==> src/rtl/bpmvr_pkg.sv <==
// ----------------------------------------------------------------------------
// bpmvr_pkg
// Shared constants and types of the banked, plane-masked video RAM core.
// ----------------------------------------------------------------------------
package bpmvr_pkg;

   localparam int REQ_TDATA_W = 24;
   localparam int RSP_TDATA_W = 24;

   // Bus decode
   localparam logic [15:0] WIN_BASE   = 16'hd000;
   localparam logic [15:0] WIN_SELECT = 16'hf800;
   localparam logic [15:0] REG_TILES  = 16'hc000;
   localparam logic [15:0] REG_FLIP   = 16'he301;
   localparam logic [15:0] REG_BANK   = 16'he401;
   localparam logic [15:0] REG_SCR_C  = 16'he402;
   localparam logic [15:0] REG_SCR_L  = 16'he403;
   localparam logic [15:0] PULSE_NMI  = 16'hc0c0;
   localparam logic [15:0] PULSE_IRQC = 16'hc0c1;
   localparam logic [15:0] PULSE_NMIC = 16'he417;

   // Tile bank writes with this bit set are ignored
   localparam logic [7:0] TILE_LOCK = 8'h04;

   typedef enum logic {
      ACCESS_READ  = 1'b0,
      ACCESS_WRITE = 1'b1
   } access_type;

   typedef struct packed {
      logic clear_we;
      logic accept;
      logic advance;
   } cmd_type;

   typedef struct packed {
      logic clear_last;
   } status_type;

   // Result word, read_data in the lowest bits
   typedef struct packed {
      logic [8:0] bg_scroll;
      logic       bg_enable;
      logic [1:0] tile_bank;
      logic       flip_screen;
      logic       own_nmi_clear;
      logic       own_irq_clear;
      logic       main_nmi_pulse;
      logic [7:0] read_data;
   } rsp_word_type;

endpackage

==> src/rtl/bpmvr_ctrl.sv <==
// ----------------------------------------------------------------------------
// bpmvr_ctrl
// Sequencer: clear sweep, accept, read-modify-write step, result handoff.
// ----------------------------------------------------------------------------
module bpmvr_ctrl (
   input  logic                  clock,
   input  logic                  reset,
   input  logic                  req_tvalid,
   output logic                  req_tready,
   output logic                  rsp_tvalid,
   input  logic                  rsp_tready,
   input  bpmvr_pkg::status_type status,
   output bpmvr_pkg::cmd_type    cmd
);
   import bpmvr_pkg::*;

   typedef enum logic [2:0] {
      ST_CLEAR = 3'b001,
      ST_IDLE  = 3'b010,
      ST_EXEC  = 3'b100
   } state_type;

   state_type state_ff, state_in;
   logic      rsp_valid_ff, rsp_valid_in;

   always_comb begin
      cmd.clear_we = state_ff == ST_CLEAR;
      cmd.accept   = (state_ff == ST_IDLE) && req_tvalid;
      cmd.advance  = (state_ff == ST_EXEC) && (!rsp_valid_ff || rsp_tready);
   end

   always_comb begin
      state_in = state_ff;
      unique case (state_ff)
         ST_CLEAR: if (status.clear_last) state_in = ST_IDLE;
         ST_IDLE:  if (cmd.accept)        state_in = ST_EXEC;
         ST_EXEC:  if (cmd.advance)       state_in = ST_IDLE;
         default:  state_in = ST_CLEAR;
      endcase
   end

   assign rsp_valid_in = cmd.advance | (rsp_valid_ff & ~rsp_tready);

   always_ff @(posedge clock) begin
      if (reset) begin
         state_ff     <= ST_CLEAR;
         rsp_valid_ff <= 1'b0;
      end else begin
         state_ff     <= state_in;
         rsp_valid_ff <= rsp_valid_in;
      end
   end

   assign req_tready = state_ff == ST_IDLE;
   assign rsp_tvalid = rsp_valid_ff;

endmodule

==> config.mk <==
export PLATFORM = sky130hd
export DESIGN_NAME = bpmvr_ctrl
export DESIGN_NICKNAME = d
export VERILOG_FILES = /design/src/rtl/bpmvr_pkg.sv /design/src/rtl/bpmvr_ctrl.sv
export SDC_FILE = /design/constraint.sdc
export NUM_CORES = 1
export LEC_CHECK = 0
export ABC_AREA = 1
export BUFFER_PORTS_ARGS = -buffer_cell sky130_fd_sc_hd__clkbuf_2
export CORE_AREA = 2 2 39 41
export CTS_BUF_LIST = sky130_fd_sc_hd__clkbuf_16
export DETAILED_ROUTE_END_ITERATION = 6
export DIE_AREA = 0 0 41 43
export PLACE_DENSITY_LB_ADDON = 0.15
export SYNTH_ARGS = -nofsm -noshare
export SYNTH_HDL_FRONTEND = slang
export SYNTH_SLANG_ARGS = --single-unit
==> constraint.sdc <==
create_clock -name clock -period 1.1 [get_ports clock]
set_clock_uncertainty 0.05 [all_clocks]
set_input_delay 0.165 -clock clock [delete_from_list [all_inputs] [get_ports clock]]
set_output_delay 0.165 -clock clock [all_outputs]
set_load 0.05 [all_outputs]
# ---- After elaboration in Yosys (flattened, before gate mapping)
# Index checks and enable logic that the tools add are counted.
dict set report word_totals {
  wordCells 20
  in_bits 5
  ff_bits 4
  out_inout_bits 5
}
dict set report classes {
  n_mux 4
  bitwise_logic 3
  eq_ne 6
  n_reduce_logical 5
}
# cell n
set ops {}
lappend ops {{$mux W3} 3}
lappend ops {{$pmux W3 S3} 1}
lappend ops {{$ne A2 B2 Y1 const B} 2}
lappend ops {{$eq A3 B1 Y1 const B} 1}
lappend ops {{$eq A3 B2 Y1 const B} 1}
lappend ops {{$eq A3 B3 Y1 const B} 1}
lappend ops {{$reduce_and A3 Y1} 1}
lappend ops {{$logic_and A1 B1 Y1} 2}
lappend ops {{$ne A2 B1 Y1 const B} 1}
lappend ops {{$and A1 B1 Y1} 1}
lappend ops {{$logic_not A1 Y1} 1}
lappend ops {{$logic_or A1 B1 Y1} 1}
lappend ops {{$not A1 Y1} 1}
lappend ops {{$or A1 B1 Y1} 1}

# ---- Depth between registers and ports, before layout
dict set report logic_depth {
  depth_word 5
  mapped_depth 5
  depth_no_buf 5
}

# ---- Worst setup path after synthesis
# OpenSTA, ideal clock, no wires.
dict set report synth_path {
  path_kind {register -> output}
  startpoint {reg rsp_valid_ff, in the netlist rsp_tvalid}
  endpoint {out cmd[0] (netlist name)}
  path_buffers 0
  path_stages_with_launch 4
  arrival_ns 1.278
  required_ns 0.885
  path_slack_ns -0.393
  path_cell_list {dfxtp_1 > inv_1 > nor2_1 > nor2_1}
}
# element line
set synth_lines {}
lappend synth_lines {{start: declaration} bpmvr_ctrl.sv:24} ;# logic rsp_valid_ff, rsp_valid_in;
lappend synth_lines {{start signal: assignment} bpmvr_ctrl.sv:50} ;# rsp_valid_ff <= rsp_valid_in;
lappend synth_lines {{end: declaration} bpmvr_ctrl.sv:13} ;# output bpmvr_pkg::cmd_type cmd

==> results.md <==
Status:
- The run finished, with violations left.
- The final reports fail on negative setup slack.

Routing:
- The met1 wire length is 237 um.
- The number of vias per cell is 3.76.
- The total met3 wirelength after detailed routing is 22 um.
- The wire length on met2 is 264 um.
- The first detailed-routing pass took 2 iterations.
- The first routing iteration left 3 violations.
- The detailed-route wire length per cell is 7.84 um.
- The total via count in the routed design is 252.
- The highest metal layer used by the detailed router is met3.
- The total length of routed wires is 525 um.
- The final antenna-violating net count is 0.
- After detailed routing, the number of remaining DRC violations is 0.

Yosys:
- Synthesis inferred 4 register bits.
- The share of synthesized area in the top cell type comes to 0.386.
- Summing every instance area after synthesis gives 208 um^2.
- The xor/xnor share of the synthesized area is 0.
- The count of different cell masters after synthesis is 10.
- The Yosys step of the flow raised 0 warnings.
- The synthesized instance count is 32.
- The main combinational cell family by area after synthesis is simple AND/OR/NAND/NOR gates.
- Of the total synthesized cell area, the portion taken by full adders, half adders and majority gates is 0.
- A synthesized cell averages 6.49 um^2.
- The post-synthesis compound-gate area fraction is 0.0482.
- The number of nets produced by synthesis is 37.
- By area the synthesized netlist is led by sky130_fd_sc_hd__dfxtp_1 (39%), sky130_fd_sc_hd__nand3_1 (14%), sky130_fd_sc_hd__inv_1 (13%).
- Measured against the total synthesized area, the mux share comes to 0.
- sky130_fd_sc_hd__dfxtp_1 takes more of the synthesized area than any other cell.
- Of the total synthesized cell area, the portion taken by AND, OR, NAND and NOR gates is 0.404.
- The share of the Yosys chip area taken by registers is 0.386.

Critical path:
- The most frequent cell on the critical path is sky130_fd_sc_hd__nor2_4.
- STA puts the critical path data required time at 0.88 ns.
- The startpoint-to-endpoint class of the critical path is reg2out.
- STA classifies the critical path startpoint as a flip-flop.
- The worst setup path is captured at an output port.
- The highest cell delay on the worst timing path is 0.35 ns.
- The cell with the biggest individual delay on the critical path is sky130_fd_sc_hd__dfxtp_2.
- The data arrival time at the worst-slack endpoint is 1.00 ns.
- The worst register-to-register path begins at state_ff[0]$_SDFFE_PP1P_.
- The critical path goes through nor2_4, nand2_2, nor2_4, buf_8.
- Of all nets on the critical path, the largest fanout is 4.
- Tracing the worst setup path back leads to its startpoint at state_ff[0]$_SDFFE_PP1P_.

Power and ir drop:
- Dividing total power by cell area gives a power density of 2100 nW/um^2.
- In this run the static leakage power is 0.238 nW.
- The worst vdd rail ir drop is 0.000764 V.

STA:
- The max-slew violation count is 0.
- Dividing the final minimum period by the clock period gives 1.10.
- Setup repair after global routing could not meet its margin everywhere.
- After layout, the worst setup slack is -0.115 ns.
- The maximum operating frequency is 0.823 GHz.
- After layout, the minimum clock period comes to 1.22 ns.
- Adding up every negative setup slack in the final design gives -0.346 ns.
- At the pin with the least slew margin, the transition time is 0.275 ns.
- The remaining max-slew budget at the tightest pin is 0.817.
- The number of hold violations in the final report is 0.
- Setup violations remaining at the end of the flow were counted as 4.

CTS:
- The clock tree from TritonCTS is built.
- The deepest level of the CTS H-tree is 1.
- The clock edge transition at the registers on the reported setup and hold paths is 0.03 ns.
- At the later pin of the worst-skew pair, clock insertion delay measures 0.22 ns.
- The tree is rooted in a sky130_fd_sc_hd__clkbuf_16.
- Counting the buffers created by CTS gives 3.
- The clock passes through at most 2 buffers.
- The number of clock sinks is 4.
- The number of hold buffers added after CTS is 0.

Global routing:
- The pin count of the biggest net entering global routing is 5.
- The initial antenna violation count was 0.
- Across every metal layer, demand over resource in global routing totals 0.0682.
- The first global-routing pass estimated 800 um of wire.
- The number of global-route vias before repair was 219.
- The total global routing overflow is 0.

Place:
- The count of buffers added on input and output ports is 9.
- The sum of net half-perimeters after detailed placement is 411 um.
- The placed standard-cell area is 317 um^2.
- Routability-driven placement finished with a final weighted congestion of 0.640.

Hold path:
- The worst hold path belongs to the class in2reg.
- The hold path startpoint is reset.

Finish:
- Summing all non-filler instances in the final layout gives an area of 479 um^2.
- Compared with the post-synthesis result, the final layout area differs by 131%.
- The final layout contains 57 nets.
- 0 antenna diodes ended up in the layout.
- In the final layout, the share of cells above drive strength 1 is 0.686.

Die:
- The die outline area is 1760 um^2.
- The initial utilization of the core area, before any placement, comes to 0.150.
- The area of the placeable core is 1380 um^2.
- During I/O placement, the number of pins put on the boundary was 10.
- The initialized floorplan defines 14 standard-cell rows.
- The die is 41 um wide.
- The vertical die dimension is 43 um.

Job:
- The number of max-cap violations is 0.
## cell usage after synthesis
| library cell | number |
|---|---|
| sky130_fd_sc_hd__nand2_2 | 1 |
| sky130_fd_sc_hd__a21oi_1 | 2 |
| sky130_fd_sc_hd__nand4_1 | 2 |
| sky130_fd_sc_hd__inv_2 | 2 |
| sky130_fd_sc_hd__dfxtp_1 | 4 |
| sky130_fd_sc_hd__inv_1 | 7 |
| sky130_fd_sc_hd__nand2_1 | 1 |
| sky130_fd_sc_hd__nor2_2 | 2 |
| sky130_fd_sc_hd__nor2_1 | 5 |
| sky130_fd_sc_hd__nand3_1 | 6 |
## final cells by class
class                           count  area, um^2
Sequential cell                     4        90.1
Multi-Input combinational cell     19         125
Tap cell                           16        20.0
Clock buffer                        3        75.1
Fill cell                         153         905
Inverter                            9        36.3
Timing Repair Buffer               15         129
Clock inverter                      1        3.75
## sequential cells by signal (all words and copies together) (netlist names)
register,cells
state_ff,3
rsp_tvalid,1
## worst paths after layout
check,to,slack (ns),depth (start not counted)
min,state_ff[2]$_SDFFE_PP0P_,0.08,2
min reg2reg,state_ff[0]$_SDFFE_PP1P_,0.55,2
max,cmd[0],-0.12,4
max reg2reg,state_ff[2]$_SDFFE_PP0P_,0.05,5
## power breakdown
group          total [W]  internal, W  switching, W
clock network   0.000566     0.000469     0.0000974
registers       0.000194     0.000165     0.0000289
logic           0.000245     0.000110      0.000135
## metrics by stage
stage / util / worst slack, ns / total power, W / instances / hold WS [ns]
2_1_floorplan: - / 0.0532 / 0.000305 / 32 / 0.178
3_3_place_gp: 0.229 / -0.00970 / 0.000363 / 61 / 0.312
3_5_place_dp: 0.229 / 0.00228 / 0.000361 / 61 / 0.313
4_1_cts: 0.328 / -0.127 / 0.000979 / 67 / 0.0764
5_1_grt: 0.346 / -0.177 / 0.00106 / 67 / 0.0853
6_report: 0.346 / -0.115 / 0.00100 / 67 / 0.0834
## per-layer routing
| layer | vias up | track usage |
|---|---|---|
| met5 | - | 0 |
| met1 | 109 | 0.0801 |
| met4 | 0 | 0.0400 |
| met3 | 0 | 0.0314 |
| li1 | 138 | - |
| met2 | 5 | 0.0969 |
## worst max-delay path: cells and delay by family (launching register included)
kind,cells,cell delay (ns)
AND/OR/NAND/NOR,3,0.28
buffers and inverters,1,0.15
flip-flops,1,0.35
## cells by family after synthesis
family | after synthesis
compound gates | 2
buf+inv | 9
flops | 4
simple gates | 17
## repair_timing
action / in CTS / in global routing
setup endpoints to repair: 4 / 5
pin swaps: 2 / 2
hold endpoints to repair: 0 / 0
buffers inserted: 2 / 0
gates resized for setup: 12 / 12
## placed cells by master, fill, tap and decap left out, types with 2 or more instances in the layout
master	instances
sky130_fd_sc_hd__clkbuf_2	5
sky130_fd_sc_hd__nand3_1	5
sky130_fd_sc_hd__nand4_1	2
sky130_fd_sc_hd__nor2_4	2
sky130_fd_sc_hd__nor2_1	3
sky130_fd_sc_hd__inv_1	4
sky130_fd_sc_hd__clkbuf_16	3
sky130_fd_sc_hd__inv_2	5
sky130_fd_sc_hd__buf_8	3
sky130_fd_sc_hd__dfxtp_2	2
sky130_fd_sc_hd__buf_4	6
sky130_fd_sc_hd__nor2_2	2
sky130_fd_sc_hd__dfxtp_4	2
Power figures use the tool's default switching activity.
